--- src/rtl/core/utf8sd_pkg.sv ---
// Shared constants, byte classes and automaton table for the UTF-8 stream decoder.
`default_nettype none

package utf8sd_pkg;

    localparam int PENDING_DEPTH = 4;
    localparam int BYTE_W        = 8;
    localparam int CP_W          = 21;
    localparam int AST_W         = 4;
    localparam int CLS_W         = 4;

    localparam logic [CP_W-1:0] ESC_BASE = 21'h00DC00;

    // Function codes carried on the input tuser
    localparam logic FUNC_PUSH   = 1'b0;
    localparam logic FUNC_FINISH = 1'b1;

    // Automaton states
    localparam logic [AST_W-1:0] A_ACC = 4'd0;
    localparam logic [AST_W-1:0] A_REJ = 4'd1;
    localparam logic [AST_W-1:0] A_T1  = 4'd2;
    localparam logic [AST_W-1:0] A_T2  = 4'd3;
    localparam logic [AST_W-1:0] A_T3  = 4'd4;
    localparam logic [AST_W-1:0] A_T2A = 4'd5;
    localparam logic [AST_W-1:0] A_T2B = 4'd6;
    localparam logic [AST_W-1:0] A_T3A = 4'd7;
    localparam logic [AST_W-1:0] A_T3B = 4'd8;

    // Byte classes
    localparam logic [CLS_W-1:0] C_ASCII    = 4'd0;
    localparam logic [CLS_W-1:0] C_CONT_LO  = 4'd1;   // 80..8F
    localparam logic [CLS_W-1:0] C_CONT_MID = 4'd2;   // 90..9F
    localparam logic [CLS_W-1:0] C_CONT_HI  = 4'd3;   // A0..BF
    localparam logic [CLS_W-1:0] C_INVALID  = 4'd4;
    localparam logic [CLS_W-1:0] C_LEAD2    = 4'd5;
    localparam logic [CLS_W-1:0] C_E0       = 4'd6;
    localparam logic [CLS_W-1:0] C_LEAD3    = 4'd7;
    localparam logic [CLS_W-1:0] C_ED       = 4'd8;
    localparam logic [CLS_W-1:0] C_F0       = 4'd9;
    localparam logic [CLS_W-1:0] C_LEAD4    = 4'd10;
    localparam logic [CLS_W-1:0] C_F4       = 4'd11;

    function automatic logic [CLS_W-1:0] byte_class(input logic [BYTE_W-1:0] b);
        logic [CLS_W-1:0] cls;
        case (b) inside
            [8'h00:8'h7F]: cls = C_ASCII;
            [8'h80:8'h8F]: cls = C_CONT_LO;
            [8'h90:8'h9F]: cls = C_CONT_MID;
            [8'hA0:8'hBF]: cls = C_CONT_HI;
            [8'hC0:8'hC1]: cls = C_INVALID;
            [8'hC2:8'hDF]: cls = C_LEAD2;
            8'hE0:         cls = C_E0;
            8'hED:         cls = C_ED;
            [8'hE1:8'hEF]: cls = C_LEAD3;
            8'hF0:         cls = C_F0;
            [8'hF1:8'hF3]: cls = C_LEAD4;
            8'hF4:         cls = C_F4;
            default:       cls = C_INVALID;
        endcase
        return cls;
    endfunction

    function automatic logic [BYTE_W-1:0] first_mask(input logic [CLS_W-1:0] cls);
        logic [BYTE_W-1:0] m;
        case (cls) inside
            C_ASCII:                m = 8'h7F;
            C_LEAD2:                m = 8'h1F;
            C_E0, C_LEAD3, C_ED:    m = 8'h0F;
            C_F0, C_LEAD4, C_F4:    m = 8'h07;
            default:                m = 8'h00;
        endcase
        return m;
    endfunction

    function automatic logic [AST_W-1:0] next_state(input logic [AST_W-1:0] st,
                                                    input logic [CLS_W-1:0] cls);
        logic [AST_W-1:0] ns;
        ns = A_REJ;
        case (st)
            A_ACC: begin
                case (cls)
                    C_ASCII:  ns = A_ACC;
                    C_LEAD2:  ns = A_T1;
                    C_E0:     ns = A_T2A;
                    C_LEAD3:  ns = A_T2;
                    C_ED:     ns = A_T2B;
                    C_F0:     ns = A_T3A;
                    C_LEAD4:  ns = A_T3;
                    C_F4:     ns = A_T3B;
                    default:  ns = A_REJ;
                endcase
            end
            A_T1:  if (cls inside {C_CONT_LO, C_CONT_MID, C_CONT_HI}) ns = A_ACC;
            A_T2:  if (cls inside {C_CONT_LO, C_CONT_MID, C_CONT_HI}) ns = A_T1;
            A_T3:  if (cls inside {C_CONT_LO, C_CONT_MID, C_CONT_HI}) ns = A_T2;
            A_T2A: if (cls == C_CONT_HI) ns = A_T1;
            A_T2B: if (cls inside {C_CONT_LO, C_CONT_MID}) ns = A_T1;
            A_T3A: if (cls inside {C_CONT_MID, C_CONT_HI}) ns = A_T2;
            A_T3B: if (cls == C_CONT_LO) ns = A_T2;
            default: ns = A_REJ;
        endcase
        return ns;
    endfunction

endpackage

`default_nettype wire

--- src/rtl/core/utf8_stream_decoder_escape_top.sv ---
// Top level of the streaming UTF-8 decoder with escapes for undecodable bytes.
//
// Input channel (s_*): one transaction per byte. s_tuser[0] = 0 pushes s_tdata
// as the next raw byte; s_tuser[0] = 1 finishes the stream, flushing every
// pending byte as an escape (0xDC00 + byte) and emptying the store.
// Output channel (m_*): m_tdata[20:0] is a code point, m_tuser[0] marks an
// escape, m_tlast marks the final result caused by one input transaction. An
// input that only extends an unfinished sequence, or a finish with nothing
// pending, yields no result.
// Timing: one shared automaton step looks at one pending byte per cycle while no
// result waits for room. A push is accepted in idle, then the scan state steps
// through the pending bytes (at most 4 per result, rescanning from the oldest
// byte after each result), and a closing state passes on the last result when
// the run yields results; a plain ASCII byte goes from the scan state through the
// hold register and the closing state to the output register. A push that only
// extends a sequence returns to idle once its bytes are scanned. A finish sends
// one escape per pending byte from the flush state. s_tready is high only when idle.
// Results are buffered in a hold register and the output register; a stalled
// m_tready holds the sequencer once a result has nowhere to go. Nothing is lost.
// Reset (aresetn low, synchronous) empties the store and drops any result.
`default_nettype none

module utf8_stream_decoder_escape_top #(
    parameter int PENDING_DEPTH = utf8sd_pkg::PENDING_DEPTH
) (
    input  wire logic        aclk,
    input  wire logic        aresetn,
    // input channel
    input  wire logic        s_tvalid,
    output logic             s_tready,
    input  wire logic [7:0]  s_tdata,   // [7:0] data_byte
    input  wire logic [0:0]  s_tuser,   // [0] func
    // result channel
    output logic             m_tvalid,
    input  wire logic        m_tready,
    output logic [23:0]      m_tdata,   // [20:0] code_point, [23:21] zero
    output logic [0:0]       m_tuser,   // [0] is_escape
    output logic             m_tlast
);

    localparam int PTR_W = $clog2(PENDING_DEPTH);
    localparam int CNT_W = $clog2(PENDING_DEPTH + 1);
    localparam int BW    = utf8sd_pkg::BYTE_W;
    localparam int CW    = utf8sd_pkg::CP_W;
    localparam int AW    = utf8sd_pkg::AST_W;

    // sequencer states
    localparam logic [1:0] FSM_IDLE  = 2'd0;
    localparam logic [1:0] FSM_SCAN  = 2'd1;
    localparam logic [1:0] FSM_FLUSH = 2'd2;
    localparam logic [1:0] FSM_LAST  = 2'd3;

    logic [1:0]       fsm_reg, fsm_next;

    // pending byte store, circular from head_reg
    logic [BW-1:0]    pend_reg [PENDING_DEPTH];
    logic [PTR_W-1:0] head_reg, head_next;
    logic [CNT_W-1:0] cnt_reg, cnt_next;
    logic             wr_en;
    logic [PTR_W-1:0] wr_addr;

    // scan position and automaton state
    logic [PTR_W-1:0] idx_reg, idx_next;
    logic [AW-1:0]    ast_reg, ast_next;
    logic [CW-1:0]    acc_reg, acc_next;
    logic [BW-1:0]    first_reg, first_next;

    // one result held until we know whether it closes the run
    logic             hold_valid_reg, hold_valid_next;
    logic [CW-1:0]    hold_cp_reg, hold_cp_next;
    logic             hold_esc_reg, hold_esc_next;

    // output register
    logic             m_valid_reg, m_valid_next;
    logic [CW-1:0]    m_cp_reg, m_cp_next;
    logic             m_esc_reg, m_esc_next;
    logic             m_last_reg, m_last_next;

    logic [PTR_W-1:0] rd_addr;
    logic [BW-1:0]    rd_byte;
    logic [AW-1:0]    step_st;
    logic [CW-1:0]    step_acc;
    logic [BW-1:0]    esc_byte;
    logic [CW-1:0]    esc_cp;
    logic [CNT_W-1:0] idx_inc;
    logic [CNT_W-1:0] drop;
    logic             idx_last;
    logic             out_free;
    logic             s_fire;
    logic             res_rej;
    logic             res_acc;

    assign rd_addr  = head_reg + idx_reg;
    assign rd_byte  = pend_reg[rd_addr];
    assign wr_addr  = head_reg + cnt_reg[PTR_W-1:0];
    assign idx_inc  = CNT_W'(idx_reg) + CNT_W'(1);
    assign idx_last = (idx_inc == cnt_reg);
    // oldest byte: the one under scan at position zero, else the captured copy
    assign esc_byte = (idx_reg == '0) ? rd_byte : first_reg;
    assign esc_cp   = utf8sd_pkg::ESC_BASE + CW'(esc_byte);
    assign out_free = !m_valid_reg || m_tready;
    assign s_tready = (fsm_reg == FSM_IDLE);
    assign s_fire   = s_tvalid && s_tready;
    assign res_rej  = (step_st == utf8sd_pkg::A_REJ);
    assign res_acc  = (step_st == utf8sd_pkg::A_ACC);
    assign drop     = res_rej ? CNT_W'(1) : idx_inc;

    utf8sd_step u_step (
        .byte_i (rd_byte),
        .st_i   (ast_reg),
        .acc_i  (acc_reg),
        .st_o   (step_st),
        .acc_o  (step_acc)
    );

    always_comb begin
        fsm_next        = fsm_reg;
        head_next       = head_reg;
        cnt_next        = cnt_reg;
        idx_next        = idx_reg;
        ast_next        = ast_reg;
        acc_next        = acc_reg;
        first_next      = first_reg;
        hold_valid_next = hold_valid_reg;
        hold_cp_next    = hold_cp_reg;
        hold_esc_next   = hold_esc_reg;
        m_valid_next    = m_valid_reg;
        m_cp_next       = m_cp_reg;
        m_esc_next      = m_esc_reg;
        m_last_next     = m_last_reg;
        wr_en           = 1'b0;

        if (m_valid_reg && m_tready) begin
            m_valid_next = 1'b0;
        end

        case (fsm_reg)
            FSM_IDLE: begin
                if (s_fire) begin
                    idx_next = '0;
                    ast_next = utf8sd_pkg::A_ACC;
                    if (s_tuser[0] == utf8sd_pkg::FUNC_PUSH) begin
                        wr_en    = 1'b1;
                        cnt_next = cnt_reg + CNT_W'(1);
                        fsm_next = FSM_SCAN;
                    end else if (cnt_reg != '0) begin
                        fsm_next = FSM_FLUSH;
                    end
                end
            end
            FSM_FLUSH: begin
                if (out_free) begin
                    m_valid_next = 1'b1;
                    m_cp_next    = utf8sd_pkg::ESC_BASE + CW'(rd_byte);
                    m_esc_next   = 1'b1;
                    m_last_next  = idx_last;
                    idx_next     = idx_reg + PTR_W'(1);
                    if (idx_last) begin
                        cnt_next = '0;
                        fsm_next = FSM_IDLE;
                    end
                end
            end
            FSM_SCAN: begin
                if (res_rej || res_acc) begin
                    // a new result may only land once the held one can move on
                    if (!hold_valid_reg || out_free) begin
                        if (hold_valid_reg) begin
                            m_valid_next = 1'b1;
                            m_cp_next    = hold_cp_reg;
                            m_esc_next   = hold_esc_reg;
                            m_last_next  = 1'b0;
                        end
                        hold_valid_next = 1'b1;
                        hold_cp_next    = res_rej ? esc_cp : step_acc;
                        hold_esc_next   = res_rej;
                        head_next       = head_reg + drop[PTR_W-1:0];
                        cnt_next        = cnt_reg - drop;
                        idx_next        = '0;
                        ast_next        = utf8sd_pkg::A_ACC;
                        if (cnt_reg == drop) begin
                            fsm_next = FSM_LAST;
                        end
                    end
                end else if (idx_last) begin
                    // unfinished tail stays pending
                    fsm_next = hold_valid_reg ? FSM_LAST : FSM_IDLE;
                end else begin
                    if (idx_reg == '0) begin
                        first_next = rd_byte;
                    end
                    idx_next = idx_reg + PTR_W'(1);
                    ast_next = step_st;
                    acc_next = step_acc;
                end
            end
            FSM_LAST: begin
                if (out_free) begin
                    m_valid_next    = 1'b1;
                    m_cp_next       = hold_cp_reg;
                    m_esc_next      = hold_esc_reg;
                    m_last_next     = 1'b1;
                    hold_valid_next = 1'b0;
                    fsm_next        = FSM_IDLE;
                end
            end
            default: begin
                fsm_next = FSM_IDLE;
            end
        endcase
    end

    always_ff @(posedge aclk) begin
        if (!aresetn) begin
            fsm_reg        <= FSM_IDLE;
            cnt_reg        <= '0;
            head_reg       <= '0;
            hold_valid_reg <= 1'b0;
            m_valid_reg    <= 1'b0;
        end else begin
            fsm_reg        <= fsm_next;
            cnt_reg        <= cnt_next;
            head_reg       <= head_next;
            hold_valid_reg <= hold_valid_next;
            m_valid_reg    <= m_valid_next;
        end
    end

    // payload registers, no reset needed
    always_ff @(posedge aclk) begin
        idx_reg      <= idx_next;
        ast_reg      <= ast_next;
        acc_reg      <= acc_next;
        first_reg    <= first_next;
        hold_cp_reg  <= hold_cp_next;
        hold_esc_reg <= hold_esc_next;
        m_cp_reg     <= m_cp_next;
        m_esc_reg    <= m_esc_next;
        m_last_reg   <= m_last_next;
        if (wr_en) begin
            pend_reg[wr_addr] <= s_tdata;
        end
    end

    assign m_tvalid   = m_valid_reg;
    assign m_tdata    = {3'b000, m_cp_reg};
    assign m_tuser[0] = m_esc_reg;
    assign m_tlast    = m_last_reg;

endmodule

`default_nettype wire

--- src/rtl/core/utf8sd_step.sv ---
// One automaton step: classify a byte, advance the state, fold bits into the code point.
`default_nettype none

module utf8sd_step (
    input  wire logic [utf8sd_pkg::BYTE_W-1:0] byte_i,
    input  wire logic [utf8sd_pkg::AST_W-1:0]  st_i,
    input  wire logic [utf8sd_pkg::CP_W-1:0]   acc_i,
    output logic      [utf8sd_pkg::AST_W-1:0]  st_o,
    output logic      [utf8sd_pkg::CP_W-1:0]   acc_o
);

    logic [utf8sd_pkg::CLS_W-1:0] cls;

    always_comb begin
        cls  = utf8sd_pkg::byte_class(byte_i);
        st_o = utf8sd_pkg::next_state(st_i, cls);
        if (st_i == utf8sd_pkg::A_ACC) begin
            // lead byte starts a fresh value
            acc_o = utf8sd_pkg::CP_W'(byte_i & utf8sd_pkg::first_mask(cls));
        end else begin
            acc_o = {acc_i[utf8sd_pkg::CP_W-7:0], byte_i[5:0]};
        end
    end

endmodule

`default_nettype wire

--- config.mk ---
export PLATFORM = sky130hd
export DESIGN_NAME = utf8_stream_decoder_escape_top
export DESIGN_NICKNAME = d
export VERILOG_FILES = /design/src/rtl/core/utf8sd_pkg.sv /design/src/rtl/core/utf8_stream_decoder_escape_top.sv /design/src/rtl/core/utf8sd_step.sv
export SDC_FILE = /design/constraint.sdc
export NUM_CORES = 1
export LEC_CHECK = 0
export BUFFER_PORTS_ARGS = -buffer_cell sky130_fd_sc_hd__buf_2
export CAP_MARGIN = 10
export CORE_MARGIN = 3
export CORE_UTILIZATION = 57
export CTS_BUF_LIST = sky130_fd_sc_hd__clkbuf_4 sky130_fd_sc_hd__clkbuf_8
export CTS_CLUSTER_SIZE = 12
export DETAILED_ROUTE_END_ITERATION = 16
export GPL_ROUTABILITY_DRIVEN = 0
export PLACE_DENSITY = 0.79
export RECOVER_POWER = 100
export SLEW_MARGIN = 20
export SYNTH_ARGS = -nofsm -noshare
export SYNTH_HDL_FRONTEND = slang
export SYNTH_SLANG_ARGS = --single-unit
export TNS_END_PERCENT = 20
--- constraint.sdc ---
create_clock -name aclk -period 5.2 [get_ports aclk]
set_input_delay 0.78 -clock aclk [delete_from_list [all_inputs] [get_ports aclk]]
set_output_delay 0.78 -clock aclk [all_outputs]
set_load 0.05 [all_outputs]
==> impl_metrics.toml <==
[worst_setup_path]
reg2reg_from = "idx_reg[0]"
path_class = "flop to flop"
r2r-end = "fsm_reg[1]"
crit_path_end_kind = "flop"
start_kind = "flop"
cp-startpoint = "idx_reg[0]"
r2r_setup_slack_ns = 0.28
r2r_cells = 15
required_ns = 5.56
crit_arrival_ns = 5.28
crit_fanout = 17

[drt]
drtIter0Drc = 286
wirelength_um = 11900
vias_per_cell = 5.97
post_drt_wl_per_cell_um = 17.2
firstDrtPassIters = 5
antenna_left = 0
vias = 4142
drc_errors = 0

[job]
timing.max_cap.violations = 0

[place]
place_hpwl_um = 8370
io_buffer_count = 37

[yosys]
synth_most_common_cell = "edfxtp_1"
syn_area_um2 = 6080
yosys_warnings = 0
synth_seq_area_share = 0.553
netlist_top_cells_area = "edfxtp_1 52%, and2_1 3.2%, dfxtp_1 3.0%, mux2_2 2.8%, ha_1 2.7%"
synth_area_leader_cell = "edfxtp_1"
ys_ff_latch = 115
synth_edf_count = 106
avgSynthCellArea_um2 = 12.1
synth.top_cell.area_share = 0.524
synth_common_cells = "106 x edfxtp_1, 33 x nand2_1, 31 x and2_1"
netlist_instances = 501
async_flop_share = 0
synth_cell_type_count = 77
synth_flop_cell = "edfxtp_1"

[cts]
cts_setup_buffers = 0
clk_pin_slew_ns = 0.08
ctsLongestPathBuffers = 2
root_buffer = "clkbuf_8"
clk_latency_ns = 0.43
htree_levels = 4
numCtsBuffers = 17
cts_tree = "done"
cts.sinks = 115

[outcome]
status = "finished, final reports clean"

[die]
die-area_um2 = 11900
initial_utilization = 0.589
io_pins = 41
rows = 37
design.core.area_um2 = 10300
fp.dieW_um = 109
dieHeight_um = 109

[global_route]
grt-ovfl-total = 0
grt_usage = 0.212
grt_pass1_wl_um = 19500
grt_pass1_vias = 4036
antenna_found_initial = 0
grt_start_max_net_pins = 24

[sta]
period_minus_slack_ns = 4.92
rsz0062_at_grt = "false"
setup_viol = 0
hold_violations = 0
relSlewSlack = 0.223
fmax_mhz = 203
finalCritPeriodShare = 0.946
report.final.slew_viol_count = 0
timing_worst_slew_pin_value_ns = 1.16
finClkSkew_ns = 0.0128
setup-tns-final_ns = 0

[hold_path]
whs_path_depth = 1
hp-start = "hold_cp_reg[10]"
worstHoldEndpoint = "m_cp_reg[10]"
hold_class = "flop to flop"

[layout]
drive_gt1_frac = 0.147
nets = 572
area_delta_synth_final_pct = 11.3
n_antenna_cell = 0
largest_reg_flops = 32
[logic make-up after synthesis]
group                    synth area share
multiplexers                       0.0807
flip-flops                          0.553
XOR/XNOR                           0.0196
adder cells (fa/ha/maj)            0.0301
other                            0.000617
AND/OR/NAND/NOR                     0.161
AO/OA/AOI/OAI                       0.125
buffers and inverters              0.0301
[worst max path at each step]
| stage | end | depth (start not counted) |
|---|---|---|
| 2_1_floorplan | cnt_reg[2] | 22 |
| 3_3_place_gp | cnt_reg[2] | 19 |
| 3_5_place_dp | cnt_reg[2] | 19 |
| 4_1_cts | cnt_reg[2] | 19 |
| 5_1_grt | fsm_reg[0] | 15 |
| 6_report | fsm_reg[1] | 15 |
[repair_timing]
item,4_1_cts,5_1_grt
gates resized for setup,0,3
endpoints found under the setup margin,0,3
hold buffers,0,0
hold endpoints to repair,0,0
[worst max-delay path, cell delays in order, from the launching register on]
cell      delay, ns
edfxtp_1       0.50
ha_4           0.44
mux2i_1        0.39
nand2_1        0.18
o22a_1         0.27
or4_1          0.52
or3b_1         0.22
a21oi_2        0.10
a221o_1        0.44
o211ai_1       0.31
nand2_1        0.15
ha_1           0.33
nand2_1        0.07
o221a_1        0.22
a311oi_1       0.48
mux2i_1        0.24
[cell usage in the layout, fill, tap and decap left out, types with 9 or more instances in the layout]
cell	instances
and2_0	21
mux2_1	11
clkbuf_8	17
clkbuf_1	35
a21oi_1	17
nor2b_1	12
inv_1	16
nand3_1	10
nor3_1	11
dfxtp_1	9
nand2b_1	12
mux2_2	12
ha_1	12
mux2i_1	15
and2_1	10
edfxtp_1	106
nand2_1	33
o21ai_0	21
nor2_1	26
[final cells by class]
type | count | area [um^2]
clock buffer | 17 | 234
clock inverter | 15 | 163
fill | 770 | 3560
inverter | 16 | 60.1
multi-input combinational | 348 | 2550
sequential | 115 | 3360
tap | 136 | 170
timing repair buffer | 47 | 219
[layer usage]
metal / vias up / track usage / wire length (um)
li1: 1979 / - / -
met1: 1977 / 0.277 / 5070
met2: 166 / 0.353 / 5900
met3: 20 / 0.0468 / 792
met4: 0 / 0.0695 / 187
met5: - / 0 / 0
[stage by stage]
step	setup slack, ns	instances	instance area, um^2	hold slack, ns	util
finish	0.279	694	6760	0.505	0.655
global route	0.0237	694	6760	0.527	0.655
CTS	0.0944	694	6820	0.514	0.661
detailed placement	0.136	662	6430	0.496	0.622
global placement	0.233	662	6430	0.479	0.622
floorplan	0.367	503	6090	0.477	-
Power is left out: the tool's default activity adds up to more than one toggle a clock period on the data nets, which glitch-free logic cannot reach.
